==> config.mk <==
export PLATFORM = sky130hd
export DESIGN_NAME = nearest_centroid_slot_associator
export DESIGN_NICKNAME = d
export VERILOG_FILES = /design/src/rtl/core/ncsa_pkg.sv /design/src/rtl/core/ncsa_slot_mem.sv /design/src/rtl/core/ncsa_dist_unit.sv /design/src/rtl/core/nearest_centroid_slot_associator.sv
export SDC_FILE = /design/constraint.sdc
export NUM_CORES = 2
export LEC_CHECK = 0
export BUFFER_PORTS_ARGS = -buffer_cell sky130_fd_sc_hd__buf_2
export CELL_PAD_IN_SITES_DETAIL_PLACEMENT = 1
export CELL_PAD_IN_SITES_GLOBAL_PLACEMENT = 1
export CORE_UTILIZATION = 40
export DETAILED_ROUTE_END_ITERATION = 8
export PLACE_DENSITY = 0.68
export SLEW_MARGIN = 10
export SYNTH_ARGS = -nofsm -noshare
export SYNTH_HDL_FRONTEND = slang
export SYNTH_SLANG_ARGS = --single-unit
==> constraint.sdc <==
create_clock -name i_clk -period 14.5 [get_ports i_clk]
set_input_delay 0.725 -clock i_clk [delete_from_list [all_inputs] [get_ports i_clk]]
set_output_delay 0.725 -clock i_clk [all_outputs]
set_load 0.02 [all_outputs]
==> src/rtl/core/ncsa_pkg.sv <==
`timescale 1ns / 1ps
`default_nettype none
// ----------------------------------------------------------------------------
// ncsa_pkg
// Shared types and constants of the nearest-centroid slot associator.
// ----------------------------------------------------------------------------
package ncsa_pkg;

    localparam int unsigned COORD_FIELD_W = 16;
    localparam int unsigned SLOT_IDX_W    = 5;
    localparam int unsigned AGE_W         = 8;
    localparam int unsigned GATE_W        = 15;
    localparam int unsigned GATE_SQ_W     = 2 * GATE_W;
    localparam int unsigned CFG_IDX_W     = 4;
    localparam int unsigned CFG_DATA_W    = 16;

    localparam logic [CFG_IDX_W-1:0] REG_GATE_DISTANCE = CFG_IDX_W'(0);
    localparam logic [CFG_IDX_W-1:0] REG_AGE_LIMIT     = CFG_IDX_W'(1);

    localparam logic [GATE_W-1:0] GATE_DISTANCE_RST = GATE_W'(500);
    localparam logic [AGE_W-1:0]  AGE_LIMIT_RST     = AGE_W'(100);
    localparam logic [AGE_W-1:0]  AGE_MAX           = AGE_W'(255);

    // best squared distance starts at 1000 mm squared
    localparam int unsigned INIT_BEST_MM = 1000;
    localparam int unsigned INIT_BEST_SQ = INIT_BEST_MM * INIT_BEST_MM;

    typedef enum logic [1:0] {
        OUTCOME_CLAIMED    = 2'd0,
        OUTCOME_MATCHED    = 2'd1,
        OUTCOME_UNASSIGNED = 2'd2
    } t_outcome;

    typedef struct packed {
        logic signed [COORD_FIELD_W-1:0] centroid_x;
        logic signed [COORD_FIELD_W-1:0] centroid_y;
        logic signed [COORD_FIELD_W-1:0] centroid_z;
    } t_in_item;

    typedef struct packed {
        logic [SLOT_IDX_W-1:0] slot_index;
        t_outcome              outcome;
    } t_out_item;

    // per-slot bookkeeping word
    typedef struct packed {
        logic             valid;
        logic [AGE_W-1:0] age;
    } t_meta;

    // write request into the slot memories
    typedef struct packed {
        logic  meta_we;
        logic  center_we;
        t_meta meta;
    } t_slot_wr;

endpackage
`default_nettype wire

==> src/rtl/core/ncsa_slot_mem.sv <==
`timescale 1ns / 1ps
`default_nettype none
// ----------------------------------------------------------------------------
// ncsa_slot_mem
// Slot center memory and slot meta memory, one read and one write port each.
// ----------------------------------------------------------------------------
module ncsa_slot_mem #(
    parameter int unsigned SLOTS       = 8,
    parameter int unsigned COORD_WIDTH = 16
) (
    input  wire logic                         i_clk,
    input  wire logic                         i_rst_n,
    input  wire logic                         i_rd_en,
    input  wire logic [$clog2(SLOTS)-1:0]     i_rd_addr,
    output      ncsa_pkg::t_meta              o_rd_meta,
    output      logic [3*COORD_WIDTH-1:0]     o_rd_center,
    input  wire ncsa_pkg::t_slot_wr           i_wr,
    input  wire logic [$clog2(SLOTS)-1:0]     i_wr_addr,
    input  wire logic [3*COORD_WIDTH-1:0]     i_wr_center
);

    localparam int unsigned CTR_W = 3 * COORD_WIDTH;

    logic [CTR_W-1:0]      r_center_mem [SLOTS];
    ncsa_pkg::t_meta       r_meta_mem   [SLOTS];
    logic [SLOTS-1:0]      r_init;        // meta entry written since reset
    logic [CTR_W-1:0]      r_rd_center;
    ncsa_pkg::t_meta       r_rd_meta_raw;
    logic                  r_rd_init;

    always_ff @(posedge i_clk) begin
        if (i_wr.center_we) begin
            r_center_mem[i_wr_addr] <= i_wr_center;
        end
        if (i_wr.meta_we) begin
            r_meta_mem[i_wr_addr] <= i_wr.meta;
        end
        if (i_rd_en) begin
            r_rd_center   <= r_center_mem[i_rd_addr];
            r_rd_meta_raw <= r_meta_mem[i_rd_addr];
        end
    end

    always_ff @(posedge i_clk) begin
        if (!i_rst_n) begin
            r_init    <= '0;
            r_rd_init <= 1'b0;
        end else begin
            if (i_wr.meta_we) begin
                r_init[i_wr_addr] <= 1'b1;
            end
            if (i_rd_en) begin
                r_rd_init <= r_init[i_rd_addr];
            end
        end
    end

    // unwritten entry reads as free, age zero
    assign o_rd_meta   = r_rd_init ? r_rd_meta_raw : '0;
    assign o_rd_center = r_rd_center;

endmodule
`default_nettype wire

==> src/rtl/core/ncsa_dist_unit.sv <==
`timescale 1ns / 1ps
`default_nettype none
// ----------------------------------------------------------------------------
// ncsa_dist_unit
// Two-stage squared Euclidean distance: squares registered, then summed.
// ----------------------------------------------------------------------------
module ncsa_dist_unit #(
    parameter int unsigned COORD_WIDTH = 16
) (
    input  wire logic                         i_clk,
    input  wire logic [3*COORD_WIDTH-1:0]     i_centroid,
    input  wire logic [3*COORD_WIDTH-1:0]     i_center,
    output      logic [2*COORD_WIDTH+3:0]     o_dist_sq
);

    localparam int unsigned CW    = COORD_WIDTH;
    localparam int unsigned SQ_W  = 2 * CW + 2;
    localparam int unsigned SUM_W = 2 * CW + 4;

    logic signed [CW:0]     diff [3];
    logic signed [SQ_W-1:0] prod [3];
    logic [SQ_W-1:0]        r_sq [3];
    logic [SUM_W-1:0]       r_sum;

    always_comb begin
        for (int k = 0; k < 3; k++) begin
            diff[k] = $signed({i_centroid[k*CW+CW-1], i_centroid[k*CW +: CW]})
                    - $signed({i_center[k*CW+CW-1], i_center[k*CW +: CW]});
            prod[k] = diff[k] * diff[k];
        end
    end

    always_ff @(posedge i_clk) begin
        for (int k = 0; k < 3; k++) begin
            r_sq[k] <= SQ_W'(prod[k]);
        end
        r_sum <= SUM_W'(r_sq[0]) + SUM_W'(r_sq[1]) + SUM_W'(r_sq[2]);
    end

    assign o_dist_sq = r_sum;

endmodule
`default_nettype wire

==> src/rtl/core/nearest_centroid_slot_associator.sv <==
`timescale 1ns / 1ps
`default_nettype none
// ----------------------------------------------------------------------------
// nearest_centroid_slot_associator
// Assigns each cluster centroid to the nearest tracked slot or a free slot.
// ----------------------------------------------------------------------------
// Usage:
//  - Input channel (i_in_valid / o_in_stall / i_in_data) carries one centroid
//    (x, y, z in mm). A transfer happens when valid is high and stall is low.
//  - Output channel (o_out_valid / i_out_stall / o_out_data) returns one
//    result per centroid: slot index and outcome (claimed, matched, none).
//  - Config channel (i_cfg_valid / o_cfg_ready / i_cfg_index / i_cfg_data):
//    index 0 is the gate distance, index 1 the age limit. Other indexes are
//    dropped. Write only while the block is idle.
//  - One item at a time. Slots are read one per cycle from the meta and
//    center memories; each read goes through the read/distance pipe
//    (p1 mem data, p2 squares, p3 sum); the walk covers every slot but
//    ends early when a free slot is claimed before any match.
//  - The result sits in an output register; a stalled receiver holds it,
//    and the block takes the next centroid meanwhile, waiting at the end of
//    that one only if the old result is still not taken.
//  - Reset clears control state, restores register defaults and marks
//    every slot free with age zero (per-slot init bits, no clearing pass).
// ----------------------------------------------------------------------------
module nearest_centroid_slot_associator #(
    parameter int unsigned SLOTS       = 8,
    parameter int unsigned COORD_WIDTH = 16
) (
    input  wire logic                                i_clk,
    input  wire logic                                i_rst_n,
    input  wire logic                                i_in_valid,
    output      logic                                o_in_stall,
    input  wire ncsa_pkg::t_in_item                  i_in_data,
    output      logic                                o_out_valid,
    input  wire logic                                i_out_stall,
    output      ncsa_pkg::t_out_item                 o_out_data,
    input  wire logic                                i_cfg_valid,
    output      logic                                o_cfg_ready,
    input  wire logic [ncsa_pkg::CFG_IDX_W-1:0]      i_cfg_index,
    input  wire logic [ncsa_pkg::CFG_DATA_W-1:0]     i_cfg_data
);

    localparam int unsigned CW     = COORD_WIDTH;
    localparam int unsigned IDX_W  = $clog2(SLOTS);
    localparam int unsigned RAW_W  = (CW > ncsa_pkg::COORD_FIELD_W) ?
                                     CW : ncsa_pkg::COORD_FIELD_W;
    localparam int unsigned SUM_W  = 2 * CW + 4;
    localparam int unsigned CMP_W  = (SUM_W > ncsa_pkg::GATE_SQ_W) ?
                                     SUM_W : ncsa_pkg::GATE_SQ_W;
    localparam logic [IDX_W-1:0] LAST_IDX = IDX_W'(SLOTS - 1);
    localparam logic [CMP_W-1:0] BEST_RST = CMP_W'(ncsa_pkg::INIT_BEST_SQ);

    typedef enum logic [3:0] {
        ST_IDLE   = 4'b0001,
        ST_WALK   = 4'b0010,
        ST_COMMIT = 4'b0100,
        ST_FINISH = 4'b1000
    } t_state;

    // ------------------------------------------------------------------
    // Configuration registers
    // ------------------------------------------------------------------
    logic [ncsa_pkg::GATE_W-1:0]    r_gate_dist;
    logic [ncsa_pkg::AGE_W-1:0]     r_age_limit;
    logic [ncsa_pkg::GATE_SQ_W-1:0] r_gate_sq;

    assign o_cfg_ready = 1'b1;

    always_ff @(posedge i_clk) begin
        if (!i_rst_n) begin
            r_gate_dist <= ncsa_pkg::GATE_DISTANCE_RST;
            r_age_limit <= ncsa_pkg::AGE_LIMIT_RST;
            r_gate_sq   <= ncsa_pkg::GATE_SQ_W'(ncsa_pkg::GATE_DISTANCE_RST)
                         * ncsa_pkg::GATE_SQ_W'(ncsa_pkg::GATE_DISTANCE_RST);
        end else begin
            if (i_cfg_valid && o_cfg_ready) begin
                case (i_cfg_index)
                    ncsa_pkg::REG_GATE_DISTANCE: begin
                        r_gate_dist <= i_cfg_data[ncsa_pkg::GATE_W-1:0];
                    end
                    ncsa_pkg::REG_AGE_LIMIT: begin
                        r_age_limit <= i_cfg_data[ncsa_pkg::AGE_W-1:0];
                    end
                    default: begin
                    end
                endcase
            end
            // gate squared is held ready; the user must change config only while idle, the block does not enforce it
            r_gate_sq <= ncsa_pkg::GATE_SQ_W'(r_gate_dist)
                       * ncsa_pkg::GATE_SQ_W'(r_gate_dist);
        end
    end

    // ------------------------------------------------------------------
    // Input capture: coordinates taken as COORD_WIDTH-bit two's complement
    // ------------------------------------------------------------------
    logic [RAW_W-1:0]     raw_x, raw_y, raw_z;
    logic [3*CW-1:0]      in_coords;
    logic                 in_xfer;

    assign raw_x     = RAW_W'($unsigned(i_in_data.centroid_x));
    assign raw_y     = RAW_W'($unsigned(i_in_data.centroid_y));
    assign raw_z     = RAW_W'($unsigned(i_in_data.centroid_z));
    assign in_coords = {raw_z[CW-1:0], raw_y[CW-1:0], raw_x[CW-1:0]};

    t_state r_state, n_state;
    assign o_in_stall = (r_state != ST_IDLE);
    assign in_xfer    = i_in_valid && !o_in_stall;

    logic [3*CW-1:0] r_centroid;

    always_ff @(posedge i_clk) begin
        if (in_xfer) begin
            r_centroid <= in_coords;
        end
    end

    // ------------------------------------------------------------------
    // Walk pipeline: issue -> p1 (mem data) -> p2 (squares) -> p3 (sum)
    // ------------------------------------------------------------------
    logic              r_issue_on;
    logic [IDX_W-1:0]  r_issue_idx;
    logic              r_p1_vld, r_p2_vld, r_p3_vld;
    logic [IDX_W-1:0]  r_p1_idx, r_p2_idx, r_p3_idx;
    ncsa_pkg::t_meta   r_p2_meta, r_p3_meta;

    logic              rd_en;
    ncsa_pkg::t_meta   rd_meta;
    logic [3*CW-1:0]   rd_center;
    ncsa_pkg::t_slot_wr wr_req;
    logic [IDX_W-1:0]  wr_addr;
    logic [SUM_W-1:0]  dist_sq;

    assign rd_en = (r_state == ST_WALK) && r_issue_on;

    ncsa_slot_mem #(
        .SLOTS       (SLOTS),
        .COORD_WIDTH (CW)
    ) u_slot_mem (
        .i_clk       (i_clk),
        .i_rst_n     (i_rst_n),
        .i_rd_en     (rd_en),
        .i_rd_addr   (r_issue_idx),
        .o_rd_meta   (rd_meta),
        .o_rd_center (rd_center),
        .i_wr        (wr_req),
        .i_wr_addr   (wr_addr),
        .i_wr_center (r_centroid)
    );

    ncsa_dist_unit #(
        .COORD_WIDTH (CW)
    ) u_dist (
        .i_clk       (i_clk),
        .i_centroid  (r_centroid),
        .i_center    (rd_center),
        .o_dist_sq   (dist_sq)
    );

    // ------------------------------------------------------------------
    // Slot decision at p3
    // ------------------------------------------------------------------
    logic                   r_found;
    logic [CMP_W-1:0]       r_best, n_best;
    logic [IDX_W-1:0]       r_win, n_win;
    logic                   n_found;
    ncsa_pkg::t_out_item    r_res, n_res;

    logic                   age_freed;
    logic                   slot_live;
    logic [ncsa_pkg::AGE_W-1:0] age_base, age_next;
    logic [CMP_W-1:0]       dist_ext;
    logic                   claim, hit, last;

    always_comb begin
        age_freed = r_p3_meta.age > r_age_limit;
        slot_live = r_p3_meta.valid && !age_freed;
        age_base  = age_freed ? '0 : r_p3_meta.age;
        age_next  = (age_base == ncsa_pkg::AGE_MAX) ? age_base
                                                    : age_base + 1'b1;
        dist_ext  = CMP_W'(dist_sq);
        // free slot before any match takes the centroid and ends the walk
        claim     = (r_state == ST_WALK) && r_p3_vld && !slot_live && !r_found;
        // strict compares: lower index wins a tie
        hit       = (r_state == ST_WALK) && r_p3_vld && slot_live
                 && (dist_ext < CMP_W'(r_gate_sq)) && (dist_ext < r_best);
        last      = r_p3_vld && (r_p3_idx == LAST_IDX);
    end

    // memory writes: per-slot age/valid update during walk, winner at commit
    always_comb begin
        wr_req  = '0;
        wr_addr = r_p3_idx;
        if ((r_state == ST_WALK) && r_p3_vld) begin
            wr_req.meta_we = 1'b1;
            if (claim) begin
                wr_req.center_we  = 1'b1;
                wr_req.meta.valid = 1'b1;
                wr_req.meta.age   = age_base;
            end else begin
                wr_req.meta.valid = slot_live;
                wr_req.meta.age   = age_next;
            end
        end else if ((r_state == ST_COMMIT) && r_found) begin
            wr_addr           = r_win;
            wr_req.meta_we    = 1'b1;
            wr_req.center_we  = 1'b1;
            wr_req.meta.valid = 1'b1;
            wr_req.meta.age   = '0;
        end
    end

    // ------------------------------------------------------------------
    // Sequencer
    // ------------------------------------------------------------------
    logic out_free;
    assign out_free = !o_out_valid || !i_out_stall;

    always_comb begin
        n_state = r_state;
        n_found = r_found;
        n_best  = r_best;
        n_win   = r_win;
        n_res   = r_res;
        case (r_state)
            ST_IDLE: begin
                if (in_xfer) begin
                    n_state = ST_WALK;
                    n_found = 1'b0;
                    n_best  = BEST_RST;
                    n_win   = '0;
                end
            end
            ST_WALK: begin
                if (claim) begin
                    n_res.slot_index = ncsa_pkg::SLOT_IDX_W'(r_p3_idx);
                    n_res.outcome    = ncsa_pkg::OUTCOME_CLAIMED;
                    n_state          = ST_FINISH;
                end else begin
                    if (hit) begin
                        n_found = 1'b1;
                        n_best  = dist_ext;
                        n_win   = r_p3_idx;
                    end
                    if (last) begin
                        n_state = ST_COMMIT;
                    end
                end
            end
            ST_COMMIT: begin
                if (r_found) begin
                    n_res.slot_index = ncsa_pkg::SLOT_IDX_W'(r_win);
                    n_res.outcome    = ncsa_pkg::OUTCOME_MATCHED;
                end else begin
                    n_res.slot_index = '0;
                    n_res.outcome    = ncsa_pkg::OUTCOME_UNASSIGNED;
                end
                n_state = ST_FINISH;
            end
            ST_FINISH: begin
                if (out_free) begin
                    n_state = ST_IDLE;
                end
            end
            default: begin
                n_state = ST_IDLE;
            end
        endcase
    end

    always_ff @(posedge i_clk) begin
        if (!i_rst_n) begin
            r_state <= ST_IDLE;
            r_found <= 1'b0;
        end else begin
            r_state <= n_state;
            r_found <= n_found;
        end
    end

    always_ff @(posedge i_clk) begin
        r_best <= n_best;
        r_win  <= n_win;
        r_res  <= n_res;
    end

    // issue counter and pipeline tags; a claim flushes reads in flight
    always_ff @(posedge i_clk) begin
        if (!i_rst_n) begin
            r_issue_on  <= 1'b0;
            r_issue_idx <= '0;
            r_p1_vld    <= 1'b0;
            r_p2_vld    <= 1'b0;
            r_p3_vld    <= 1'b0;
        end else if (claim) begin
            r_issue_on  <= 1'b0;
            r_p1_vld    <= 1'b0;
            r_p2_vld    <= 1'b0;
            r_p3_vld    <= 1'b0;
        end else begin
            if (in_xfer) begin
                r_issue_on  <= 1'b1;
                r_issue_idx <= '0;
            end else if (rd_en) begin
                if (r_issue_idx == LAST_IDX) begin
                    r_issue_on <= 1'b0;
                end else begin
                    r_issue_idx <= r_issue_idx + 1'b1;
                end
            end
            r_p1_vld <= rd_en;
            r_p2_vld <= r_p1_vld;
            r_p3_vld <= r_p2_vld;
        end
    end

    always_ff @(posedge i_clk) begin
        r_p1_idx  <= r_issue_idx;
        r_p2_idx  <= r_p1_idx;
        r_p2_meta <= rd_meta;
        r_p3_idx  <= r_p2_idx;
        r_p3_meta <= r_p2_meta;
    end

    // ------------------------------------------------------------------
    // Output register
    // ------------------------------------------------------------------
    logic                r_out_vld;
    ncsa_pkg::t_out_item r_out;

    always_ff @(posedge i_clk) begin
        if (!i_rst_n) begin
            r_out_vld <= 1'b0;
        end else if ((r_state == ST_FINISH) && out_free) begin
            r_out_vld <= 1'b1;
        end else if (!i_out_stall) begin
            r_out_vld <= 1'b0;
        end
    end

    always_ff @(posedge i_clk) begin
        if ((r_state == ST_FINISH) && out_free) begin
            r_out <= r_res;
        end
    end

    assign o_out_valid = r_out_vld;
    assign o_out_data  = r_out;

    // ------------------------------------------------------------------
    // Assertions
    // ------------------------------------------------------------------
    a_best_in_gate: assert property (@(posedge i_clk) disable iff (!i_rst_n)
        (r_state == ST_WALK && r_found) |-> (r_best < CMP_W'(r_gate_sq)))
        else $error("best candidate outside gate");

    a_last_drains: assert property (@(posedge i_clk) disable iff (!i_rst_n)
        (r_p3_vld && r_p3_idx == LAST_IDX)
        |-> (!r_issue_on && !r_p1_vld && !r_p2_vld))
        else $error("reads still in flight after last slot");

    a_hold_result: assert property (@(posedge i_clk) disable iff (!i_rst_n)
        (r_state == ST_FINISH && r_out_vld && i_out_stall)
        |=> (r_state == ST_FINISH))
        else $error("result left finish while output blocked");

    a_out_from_finish: assert property (@(posedge i_clk) disable iff (!i_rst_n)
        $rose(r_out_vld) |-> $past(r_state == ST_FINISH))
        else $error("output loaded outside finish");

    a_one_decision: assert property (@(posedge i_clk) disable iff (!i_rst_n)
        !(claim && hit))
        else $error("claim and match on the same slot");

endmodule
`default_nettype wire
==> results by group <==
Outcome
  • Status: finished, final reports clean

Critical path
  • Peak per-stage delay on the critical path: between 800 and 900 ps
  • Beginning of the critical path: r_centroid[32]
  • WP data arrival: about 11000 ps
  • Startpoint class of the critical path: flip-flop
  • Worst setup path class: flip-flop to flip-flop
  • Max stage delay cell, worst path: fa_1
  • Reg2Reg Launch Point: r_centroid[32]
  • Capturing instance or port of the critical path: u_dist.r_sq[0][101]
  • Worst-case register-to-register setup slack: 4600 ps
  • R2R cell count: 30
  • Highest net fanout along the worst path: 21
  • Critical Path RT: 15110 ps
  • Most prevalent standard cell on the critical path: fa_1
  • R2r endpoint: u_dist.r_sq[0][101]
  • Element type at the critical path end: flip-flop

Routing
  • Number of vias per cell after detailed routing: 5.03
  • Wire length per cell after detailed routing: 19.0 µm
  • Number of DRC markers in iteration 0: 2077
  • DRC Markers: 0
  • Post-detailed-routing wire length: 163000 µm
  • Number of nets still failing antenna checks after routing: 0
  • Initial DRT Pass Iterations: 5
  • Vias: between 40000 and 50000

Global routing
  • Pin count of the biggest net entering global routing: 83
  • Number of global-route vias before repair: approximately 49000
  • Global-route usage over all layers: 19.3%
  • Global-route wire length before repair: 266000 µm
  • GRT overflow: 0
  • Antenna violations before repair: 0

Timing
  • Tcrit/Tclk final: 68.3%
  • Transition time at the pin with the least slew margin: 1240 ps
  • Hold violation count in the final report: 0
  • Post-Route Setup TNS: 0 ps
  • Count of pins over their slew limit: 0
  • Max frequency: 101 MHz
  • RSZ-0062 raised after global routing: no
  • Headroom to the max-slew limit: 17.0%
  • Number of failing setup endpoints in the final timing report: 0
  • Post-layout min period: approximately 9900 ps
  • Final worst slack: between 4000 and 5000 ps
  • Post-route clock skew: 34.5 ps
  • Hold_ws: 164 ps

Synthesis
  • Largest family of logic cells by synthesized area: adder cells
  • Synth Area in XOR/XNOR: between 2 and 3%
  • Post-synth ARST share: 0%
  • Synthesized-area fraction occupied by adder cells: 37.1%
  • EDFF count, synth: 610
  • Multiplexer fraction of the synthesized cell area: under 10%
  • Main flop type after synthesis: edfxtp_1
  • Post-synthesis simple-gate area fraction: 8.51%
  • Count of mapped cells out of synthesis: 6055
  • Flip-flop and latch count after synthesis: 846
  • Complex-gate fraction of the synthesized area: 5.82%
  • Mean instance size in the synthesized netlist: 11.5 µm²
  • Post-synth cell types: between 90 and 100
  • Register area share after synthesis: between 30% and 40%
  • Post-synthesis instance area: roughly 70000 µm²
  • Count of synthesis-stage warnings from yosys: 0

Floorplanning
  • Die X-Extent: 419 µm
  • Count of boundary I/O pins: 83
  • Starting density of the core: 40.4%
  • Die area: 176000 µm²
  • Floorplan core area: approximately 170000 µm²
  • Die height: ~420 µm
  • Total number of placement rows: 152

Clocking
  • Number of gates resized after CTS: 0
  • H-tree depth: 3
  • Cts bufs inserted: 95
  • Clock-pin slew on the worst setup and hold paths: 60 ps
  • Clock latency at the later pin of the worst-skew pair: ~740 ps
  • Clock tree from TritonCTS: built
  • Number of setup buffers added after CTS: 0
  • Worst-case clock buffer depth: 3
  • Count of hold buffers inserted by post-cts repair: 0
  • Number of clock sinks: 846
  • Master cell of the clock root buffer: clkbuf_16

Place
  • Weighted congestion reported at the end of routability-driven placement: 0.852
  • Port-buffer cells: 78
  • HPWL Detailed: 128000 µm
  • Setup WS pre-CTS: 4490 ps

Job
  • Total of max-cap violations: 0

Worst hold path
  • Class of the tightest hold or removal check: input pin to flip-flop
  • Hold Path Depth: 1

Final layout
  • Final #Nets: 7709
  • Fraction of layout cells with a size suffix above 1: 9.09%
  • Number of inserted diodes: 0
  • Syn-to-layout area delta: 9.39%
==> cells by family (layout without fill, tap and decap cells) <==
kind of cell	after synthesis	in the layout
multiplexers	190	190
adder cells (fa/ha/maj)	1477	1477
buffers and inverters	1459	1637
other	2	6
AO/OA/AOI/OAI	594	594
AND/OR/NAND/NOR	1280	1280
flip-flops	846	846
XOR/XNOR	207	207
==> per-layer routing <==
metal	vias up	wire (µm)	track usage, %
li1	19700	-	-
met1	22500	72300	25.6
met2	595	82100	33.7
met3	171	5370	2.38
met4	0	2980	4.31
met5	-	0	0
==> cell usage after synthesis, types with 46 or more instances <==
| master | number | area [µm²] |
|---|---|---|
| a21o_1 | 93 | 698 |
| a21oi_1 | 156 | 781 |
| and2_1 | 128 | 801 |
| clkbuf_1 | 118 | 443 |
| dfxtp_1 | 236 | 4720 |
| edfxtp_1 | 610 | 18300 |
| fa_1 | 985 | 19700 |
| ha_1 | 492 | 6160 |
| inv_1 | 1294 | 4860 |
| mux2_2 | 60 | 676 |
| mux4_2 | 116 | 2610 |
| nand2_1 | 420 | 1580 |
| nand2b_1 | 53 | 332 |
| nand3_1 | 49 | 245 |
| nor2_1 | 399 | 1500 |
| nor3_1 | 46 | 230 |
| o21ai_0 | 86 | 430 |
| xnor2_1 | 154 | 1350 |
| xor2_1 | 53 | 464 |
==> cell usage in the layout, fill, tap and decap left out, types with 16 or more instances in the layout <==
cell / synthesis / final
a211oi_1: 16 / 16
a21boi_0: 18 / 18
a21o_1: 93 / 93
a21oi_1: 156 / 156
a31oi_1: 19 / 19
and2_1: 128 / 128
and3_1: 22 / 22
buf_2: 17 / 78
buf_4: 4 / 75
clkbuf_16: 0 / 95
clkinv_1: 8 / 21
dfxtp_1: 236 / 233
edfxtp_1: 610 / 610
fa_1: 985 / 985
ha_1: 492 / 492
inv_1: 1294 / 1292
mux2_2: 60 / 60
mux4_2: 116 / 116
nand2_1: 420 / 420
nand2b_1: 53 / 53
nand3_1: 49 / 49
nand4_1: 19 / 19
nor2_1: 399 / 399
nor2b_1: 40 / 40
nor3_1: 46 / 37
o21a_1: 41 / 41
o21ai_0: 86 / 86
o21bai_1: 19 / 19
or2_2: 25 / 25
or3_1: 23 / 23
xnor2_1: 154 / 152
xor2_1: 53 / 53
==> how the worst min path moves through the flow <==
stage	startpoint	slack, ps	end
2_1_floorplan	r_p1_idx[0]	310	r_p2_idx[0]
3_3_place_gp	r_p2_idx[0]	310	r_p3_idx[0]
3_5_place_dp	r_p2_meta[6]	310	r_p3_meta[6]
4_1_cts	i_in_data[47]	90	r_centroid[15]
5_1_grt	i_in_data[47]	120	r_centroid[15]
6_report	i_in_data[47]	160	r_centroid[15]
==> sequential cells by signal (all words and copies together), names as in the netlist, 15 cells and up <==
register,cells
u_slot_mem.r_center_mem,384
u_dist.r_sq,99
u_slot_mem.r_meta_mem,72
r_centroid,48
u_slot_mem.o_rd_center,48
r_best,36
u_dist.o_dist_sq,36
r_gate_sq,29
r_gate_dist,15
==> final cells by class <==
type | instances | area (µm²)
tap | 2310 | 2890
inverter | 1309 | 4910
fill | 18500 | 96100
timing repair buffer | 153 | 953
multi-input combinational | 3754 | 41200
clock inverter | 63 | 714
sequential | 846 | 23100
clock buffer | 112 | 2470
==> critical path, delay by kind of cell (launching register included) <==
kind	cells	cell delay, ps
adders and majority gates	9	4550
buffers and inverters	3	910
and+or+nand+nor	5	1300
DFF	1	500
xor gates and xnor gates	1	50
AOI/OAI and AO/OA	12	2470
==> per-stage QoR <==
| stage | utilization, % | instances | instance area, µm² |
|---|---|---|---|
| after floorplan | - | 6059 | 69700 |
| after global placement | 42.4 | 8372 | 73000 |
| after detailed placement | 42.4 | 8372 | 73000 |
| after CTS | 44.2 | 8547 | 76200 |
| after global routing | 44.2 | 8547 | 76200 |
| final | 44.2 | 8547 | 76200 |
Power is not shown: default switching activity piles up to over one toggle a cycle in this logic, so the estimate is an artifact.
